File: config.mk
export PLATFORM = sky130hd
export DESIGN_NAME = bobs_alu
export DESIGN_NICKNAME = d
export VERILOG_FILES = /design/src/hdl/bobs_pkg.sv /design/src/hdl/bobs_alu.sv
export SDC_FILE = /design/constraint.sdc
export NUM_CORES = 2
export LEC_CHECK = 0
export BUFFER_PORTS_ARGS = -buffer_cell sky130_fd_sc_hd__buf_2
export CORE_UTILIZATION = 45
export DETAILED_ROUTE_END_ITERATION = 16
export PLACE_DENSITY = 0.64
export SYNTH_ARGS = -nofsm -noshare
export SYNTH_HDL_FRONTEND = slang
export SYNTH_SLANG_ARGS = --single-unit
File: constraint.sdc
create_clock -name clk -period 6.1 [get_ports clk]
set_input_delay 0 -clock clk [delete_from_list [all_inputs] [get_ports clk]]
set_output_delay 0 -clock clk [all_outputs]
set_load 0.02 [all_outputs]
File: src/hdl/bobs_pkg.sv
// Shared types, codes and helpers for the ballistic/orbital body step block.
package bobs_pkg;

  // Default number of fraction bits of the Q format
  localparam int FRAC_BITS_DEF = 16;

  // Datapath width of the shared arithmetic unit
  localparam int ALU_W = 128;

  // Iteration counts of the shared unit
  localparam int DIV_STEPS  = ALU_W;
  localparam int SQRT_STEPS = 34;
  // Top bit of the radicand (radicands stay below 2^68)
  localparam int SQRT_IN_MSB = 2 * SQRT_STEPS - 1;

  // 32-bit signed range in a 48-bit frame
  localparam logic signed [47:0] S32_MAX = 48'sd2147483647;
  localparam logic signed [47:0] S32_MIN = -48'sd2147483648;

  // Operations of the shared unit
  typedef enum logic [1:0] {
    ALU_MUL  = 2'd0,
    ALU_DIV  = 2'd1,
    ALU_SQRT = 2'd2
  } alu_op_t;

  // Request from the sequencer to the shared unit
  typedef struct packed {
    logic    start;
    alu_op_t op;
  } alu_req_t;

  // Status from the shared unit
  typedef struct packed {
    logic done;
  } alu_rsp_t;

  // Item actions
  typedef enum logic [1:0] {
    ACT_BALLISTIC = 2'd0,
    ACT_ORBITAL   = 2'd1,
    ACT_LOAD      = 2'd2,
    ACT_NONE      = 2'd3
  } action_t;

  // Configuration register indexes
  typedef enum logic [2:0] {
    REG_DRAG_COEFF  = 3'd0,
    REG_GRAVITY     = 3'd1,
    REG_BODY_MASS   = 3'd2,
    REG_HALF_WIDTH  = 3'd3,
    REG_HALF_HEIGHT = 3'd4
  } cfg_reg_t;

  // Saturated 32-bit value with overflow flag
  typedef struct packed {
    logic              ovf;
    logic signed [31:0] val;
  } sat_t;

  function automatic sat_t sat32(input logic signed [47:0] v);
    sat_t s;
    s.ovf = 1'b0;
    s.val = v[31:0];
    if (v > S32_MAX) begin
      s.ovf = 1'b1;
      s.val = 32'sh7FFF_FFFF;
    end else if (v < S32_MIN) begin
      s.ovf = 1'b1;
      s.val = 32'sh8000_0000;
    end
    return s;
  endfunction

endpackage

File: src/hdl/bobs_alu.sv
// Shared iterative unit: shift-add multiply, restoring divide, digit square root.
module bobs_alu (
  input  logic                         clk,
  input  logic                         rst_n,
  input  bobs_pkg::alu_req_t           req,
  input  logic [bobs_pkg::ALU_W-1:0]   opa,
  input  logic [bobs_pkg::ALU_W-1:0]   opb,
  output bobs_pkg::alu_rsp_t           rsp,
  output logic [bobs_pkg::ALU_W-1:0]   res
);

  localparam int W     = bobs_pkg::ALU_W;
  localparam int CNT_W = $clog2(bobs_pkg::DIV_STEPS);
  localparam int SQ_MSB = bobs_pkg::SQRT_IN_MSB;

  logic                run_r;
  logic                done_r;
  bobs_pkg::alu_op_t   op_r;
  logic [CNT_W-1:0]    cnt_r;
  logic [W-1:0]        acc_r;
  logic [W-1:0]        a_r;
  logic [W-1:0]        b_r;

  logic [W-1:0]        ad_a;
  logic [W-1:0]        ad_b;
  logic                ad_sub;
  logic [W:0]          sum;
  logic                no_borrow;

  // One adder/subtractor serves all three operations
  always_comb begin
    case (op_r)
      bobs_pkg::ALU_MUL: begin
        ad_a   = acc_r;
        ad_b   = a_r;
        ad_sub = 1'b0;
      end
      bobs_pkg::ALU_DIV: begin
        ad_a   = {acc_r[W-2:0], b_r[W-1]};
        ad_b   = a_r;
        ad_sub = 1'b1;
      end
      bobs_pkg::ALU_SQRT: begin
        ad_a   = {acc_r[W-3:0], b_r[SQ_MSB -: 2]};
        ad_b   = {a_r[W-3:0], 2'b01};
        ad_sub = 1'b1;
      end
      default: begin
        ad_a   = acc_r;
        ad_b   = '0;
        ad_sub = 1'b0;
      end
    endcase
    sum       = {1'b0, ad_a} + {1'b0, (ad_sub ? ~ad_b : ad_b)} + (W+1)'(ad_sub);
    no_borrow = sum[W];
  end

  // Control: run flag, op, iteration count, done pulse
  always_ff @(posedge clk) begin
    if (!rst_n) begin
      run_r  <= 1'b0;
      done_r <= 1'b0;
      op_r   <= bobs_pkg::ALU_MUL;
      cnt_r  <= '0;
    end else begin
      done_r <= 1'b0;
      if (req.start) begin
        run_r <= 1'b1;
        op_r  <= req.op;
        cnt_r <= (req.op == bobs_pkg::ALU_SQRT) ? CNT_W'(bobs_pkg::SQRT_STEPS - 1)
                                                : CNT_W'(bobs_pkg::DIV_STEPS - 1);
      end else if (run_r) begin
        if (op_r == bobs_pkg::ALU_MUL) begin
          if (b_r == '0) begin
            run_r  <= 1'b0;
            done_r <= 1'b1;
          end
        end else if (cnt_r == '0) begin
          run_r  <= 1'b0;
          done_r <= 1'b1;
        end else begin
          cnt_r <= cnt_r - 1'b1;
        end
      end
    end
  end

  // Datapath: one step per cycle
  always_ff @(posedge clk) begin
    if (req.start) begin
      a_r   <= opa;
      b_r   <= opb;
      acc_r <= '0;
    end else if (run_r) begin
      case (op_r)
        bobs_pkg::ALU_MUL: begin
          if (b_r != '0) begin
            if (b_r[0]) acc_r <= sum[W-1:0];
            a_r <= a_r << 1;
            b_r <= b_r >> 1;
          end
        end
        bobs_pkg::ALU_DIV: begin
          acc_r <= no_borrow ? sum[W-1:0] : ad_a;
          b_r   <= {b_r[W-2:0], no_borrow};
        end
        bobs_pkg::ALU_SQRT: begin
          acc_r <= no_borrow ? sum[W-1:0] : ad_a;
          a_r   <= {a_r[W-2:0], no_borrow};
          b_r   <= b_r << 2;
        end
        default: begin
          acc_r <= acc_r;
        end
      endcase
    end
  end

  assign rsp.done = done_r;

  // Product in acc, quotient in b, root in a
  always_comb begin
    case (op_r)
      bobs_pkg::ALU_MUL:  res = acc_r;
      bobs_pkg::ALU_DIV:  res = b_r;
      bobs_pkg::ALU_SQRT: res = a_r;
      default:            res = acc_r;
    endcase
  end

endmodule

==> results_dict.tcl <==
set metrics [dict create \
    cts_max_path_buffers 3 \
    hp-class "input port to flop" \
    netlist_instances 4570 \
    grt-ovfl-total 0 \
    port_buffers 389 \
    chipHeight_um 279 \
    final_net_count 5421 \
    gp_congestion 1.01 \
    syn_avg_cell_area_um2 7.57 \
    seqPwrFrac_pct 27.5 \
    peakVddDrop_v 0.000269 \
    grtUsageTotal_pct 35.0 \
    r2r-start "op_r[0]" \
    post-route-min-period_ns 5.90 \
    drc_errors 0 \
    start_kind "flop" \
    slew_violations 0 \
    ff2ff_path_depth 17 \
    cts_tree "yes" \
    cp_max_fo 10 \
    async_flop_share_pct 0 \
    slew_headroom_pct 19.5 \
    die_area_um2 77900 \
    finalSetupTns_ns 0 \
    timing.final.crit_share_pct 96.7 \
    outcome "finished clean" \
    setup_violations 0 \
    cts_buffers 49 \
    pwr_density_cell_nw_per_um2 320 \
    dp_hpwl_mm 102 \
    start_util_pct 45.5 \
    power_frac_clock_pct 22.7 \
    die_w_um 279 \
    vias 38300 \
    antenna_left 0 \
    yosysWarnings 0 \
    r2r_slack_ns 0.20 \
    ys_types 82 \
    detail_route.iter0.violations 4147 \
    via_per_inst 6.28 \
    hold_path_end "b_r[50]" \
    fp.coreArea_um2 75900 \
    r2r_end "acc_r[111]" \
    finalWirelength_mm 142 \
    num_rows 101 \
    grt_max_degree 186 \
    cts_setup_buffers 0 \
    min_from "opb[50]" \
    combPwrFrac_pct 49.9 \
    clk_latency_ns 0.62 \
    drt-pass1-iter-count 9 \
    path_clk_slew_ns 0.06 \
    pin_count 390 \
    required_ns 6.54 \
    drv_cap 0 \
    cts_root_buf "clkbuf_16" \
    power.leakage_uw 0.0160 \
    ys_seq_elements 395 \
    syn-num-nets 4965 \
    drt-wirelength-per-cell_um 23.3 \
    ys.flop_type "edfxtp_1" \
    path_class "flop to flop" \
    grt_pass1_wl_mm 214 \
    fillers 7171 \
    skew_ns 0.0202 \
    switchingPower_uw 6050 \
    grt_setup_unrepaired "false" \
    whs_path_depth 4 \
    worst_pin_slew_ns 1.21 \
    p_int_uw 7440 \
    fmax_mhz 170 \
    numClockSinks 395 \
    syn-cell-area_um2 34600 \
    synth_edf_count 256 \
    cp-end-kind "flop" \
    dp_slack_ns 0.00232 \
    grt_pass1_vias 36200 \
    setup_ws_ns 0.201 \
    drive_gt1_share_pct 14.5 \
    yosysSeqAreaShare_pct 30.3 \
    antenna_found_initial 8 \
    synthToLayoutAreaGrowth_pct 21.8 \
    power.share.switching_pct 44.9 \
    hold_violations 0 \
    htreeDepth 2 \
    arrival_ns 6.34 \
]
==> timing repair <==
| item | CTS | global route |
|---|---|---|
| hold buffers | 294 | 0 |
| setup endpoints to repair | 1 | 60 |
| resized for setup | 1 | 8 |
| pin swaps | 0 | 1 |
| gates cloned | 0 | 1 |
| hold endpoints to repair | 282 | 0 |
==> flip-flops by register name, summed over array words and instances (netlist names) <==
| register | flops |
|---|---|
| run_r | 1 |
| cnt_r | 7 |
| acc_r | 128 |
| a_r | 128 |
| b_r | 128 |
| op_r | 2 |
| rsp | 1 |
==> worst max path at each step <==
stage	from	to	slack (ns)	cells after the start
final	op_r[0]	acc_r[111]	0.20	17
after global routing	op_r[0]	acc_r[127]	0.03	18
after CTS	op_r[0]	acc_r[127]	0.17	18
after detailed placement	op_r[0]	acc_r[127]	0.002	18
after global placement	op_r[0]	acc_r[127]	0.07	18
after floorplan	op_r[1]	acc_r[113]	0.27	23
==> critical path: stages (launching register included) <==
cell and delay (ns):
dfxtp_1 0.48, inv_1 0.17, ha_4 0.36, and2_1 0.33
buf_4 0.24, a22oi_1 0.20, o21ai_0 0.15, ha_1 0.43
nand2_1 0.17, o41ai_2 0.57, nand2_1 0.29, o311a_1 0.53
o211ai_1 0.59, a21oi_2 0.24, o21ai_2 0.41, nor4_1 0.14
o31ai_1 0.29, a211oi_1 0.11
==> layer usage <==
layer,vias up,GRT usage [%],wire (um)
li1,17900,-,-
met5,-,0,39
met2,1742,57.4,66800
met3,336,4.60,9710
met4,6,17.5,7550
met1,18400,45.0,57800
==> Yosys cell counts, types with 6 or more instances <==
| cell type | count | area share, % |
|---|---|---|
| nor3_1 | 69 | 1.0 |
| buf_2 | 12 | 0.17 |
| nand4_1 | 82 | 1.5 |
| a22oi_1 | 113 | 2.5 |
| and2_1 | 9 | 0.16 |
| nor4_1 | 49 | 0.89 |
| mux2_2 | 127 | 4.1 |
| or3_1 | 18 | 0.33 |
| a21o_1 | 45 | 0.98 |
| nor2b_1 | 14 | 0.25 |
| o21a_1 | 17 | 0.37 |
| and4_1 | 10 | 0.25 |
| a21oi_1 | 493 | 7.1 |
| o221ai_1 | 19 | 0.48 |
| nor2_1 | 493 | 5.4 |
| a221oi_1 | 136 | 3.4 |
| o22ai_1 | 9 | 0.16 |
| o21ai_1 | 8 | 0.12 |
| nand2_1 | 806 | 8.8 |
| nand2b_1 | 17 | 0.31 |
| and3_1 | 14 | 0.25 |
| ha_1 | 133 | 4.8 |
| o21ai_0 | 184 | 2.7 |
| a31o_2 | 8 | 0.20 |
| or2_2 | 8 | 0.14 |
| buf_1 | 52 | 0.56 |
| clkbuf_1 | 309 | 3.4 |
| o31ai_1 | 139 | 3.0 |
| o211ai_1 | 13 | 0.28 |
| o21bai_1 | 39 | 0.85 |
| a211oi_1 | 78 | 1.7 |
| xnor2_1 | 196 | 5.0 |
| a2111oi_0 | 6 | 0.15 |
| xor2_1 | 41 | 1.0 |
| a21boi_0 | 12 | 0.26 |
| a31oi_1 | 164 | 3.0 |
| dfxtp_1 | 139 | 8.0 |
| edfxtp_1 | 256 | 22 |
| nand3_1 | 50 | 0.72 |
| a311oi_1 | 30 | 0.76 |
| inv_1 | 85 | 0.92 |
==> kinds of logic after synthesis <==
| family | after synthesis | share of synthesized area [%] |
|---|---|---|
| and+or+nand+nor | 1659 | 20.4 |
| AOI/OAI and AO/OA | 1552 | 29.1 |
| buffers and inverters | 462 | 5.09 |
| DFF | 395 | 30.3 |
| xor gates and xnor gates | 237 | 6.00 |
| adders and majority gates | 134 | 4.87 |
| muxes | 131 | 4.25 |
==> layout by cell type (no fill, tap or decap), drive strengths merged, types with 19 or more instances in the layout <==
cell and n:
dfxtp 139, nand3 50, o31ai 141, ha 133
nand2 806, dlygate4sd3 294, a211oi 79, o21ai 192
nor2 493, or3 19, edfxtp 256, clkinv 23
buf 486, nand4 82, a22oi 113, mux2 127
xnor2 196, xor2 41, nor3 69, o221ai 19
a31oi 164, o21bai 39, a21o 45, clkbuf 60
nor4 49, inv 87, a221oi 136, a311oi 31
a21oi 493
==> final cells by class <==
class	count	area, um^2	share of cell area [%]
multi-input combinational	3713	22500	53.3
sequential	395	10500	24.9
timing repair buffer	781	5940	14.1
clock buffer	59	1320	3.14
tap	1030	1290	3.06
inverter	86	333	0.790
clock inverter	33	297	0.704
antenna	3	7.51	0.0178
==> power groups by stage <==
stage          Combinational [uW]  Sequential [uW]  Clock, uW
2_1_floorplan                4470             3560          0
3_3_place_gp                 6420             3750          0
3_5_place_dp                 6380             3740          0
4_1_cts                      6590             3690       3070
5_1_grt                      7260             3740       3170
6_report                     6730             3710       3060
==> per-stage QoR <==
| step | power [uW] | instance area, um^2 | cells | utilization, % | hold WS [ns] |
|---|---|---|---|---|---|
| 2_1_floorplan | 8030 | 34600 | 4570 | - | 0.133 |
| 3_3_place_gp | 10200 | 37500 | 5710 | 49.4 | 0.279 |
| 3_5_place_dp | 10100 | 37500 | 5710 | 49.4 | 0.282 |
| 4_1_cts | 13300 | 42100 | 6096 | 55.4 | 0.174 |
| 5_1_grt | 14200 | 42100 | 6098 | 55.5 | 0.199 |
| 6_report | 13500 | 42100 | 6100 | 55.5 | 0.198 |
No activity file was read; power rests on OpenSTA's default activity.
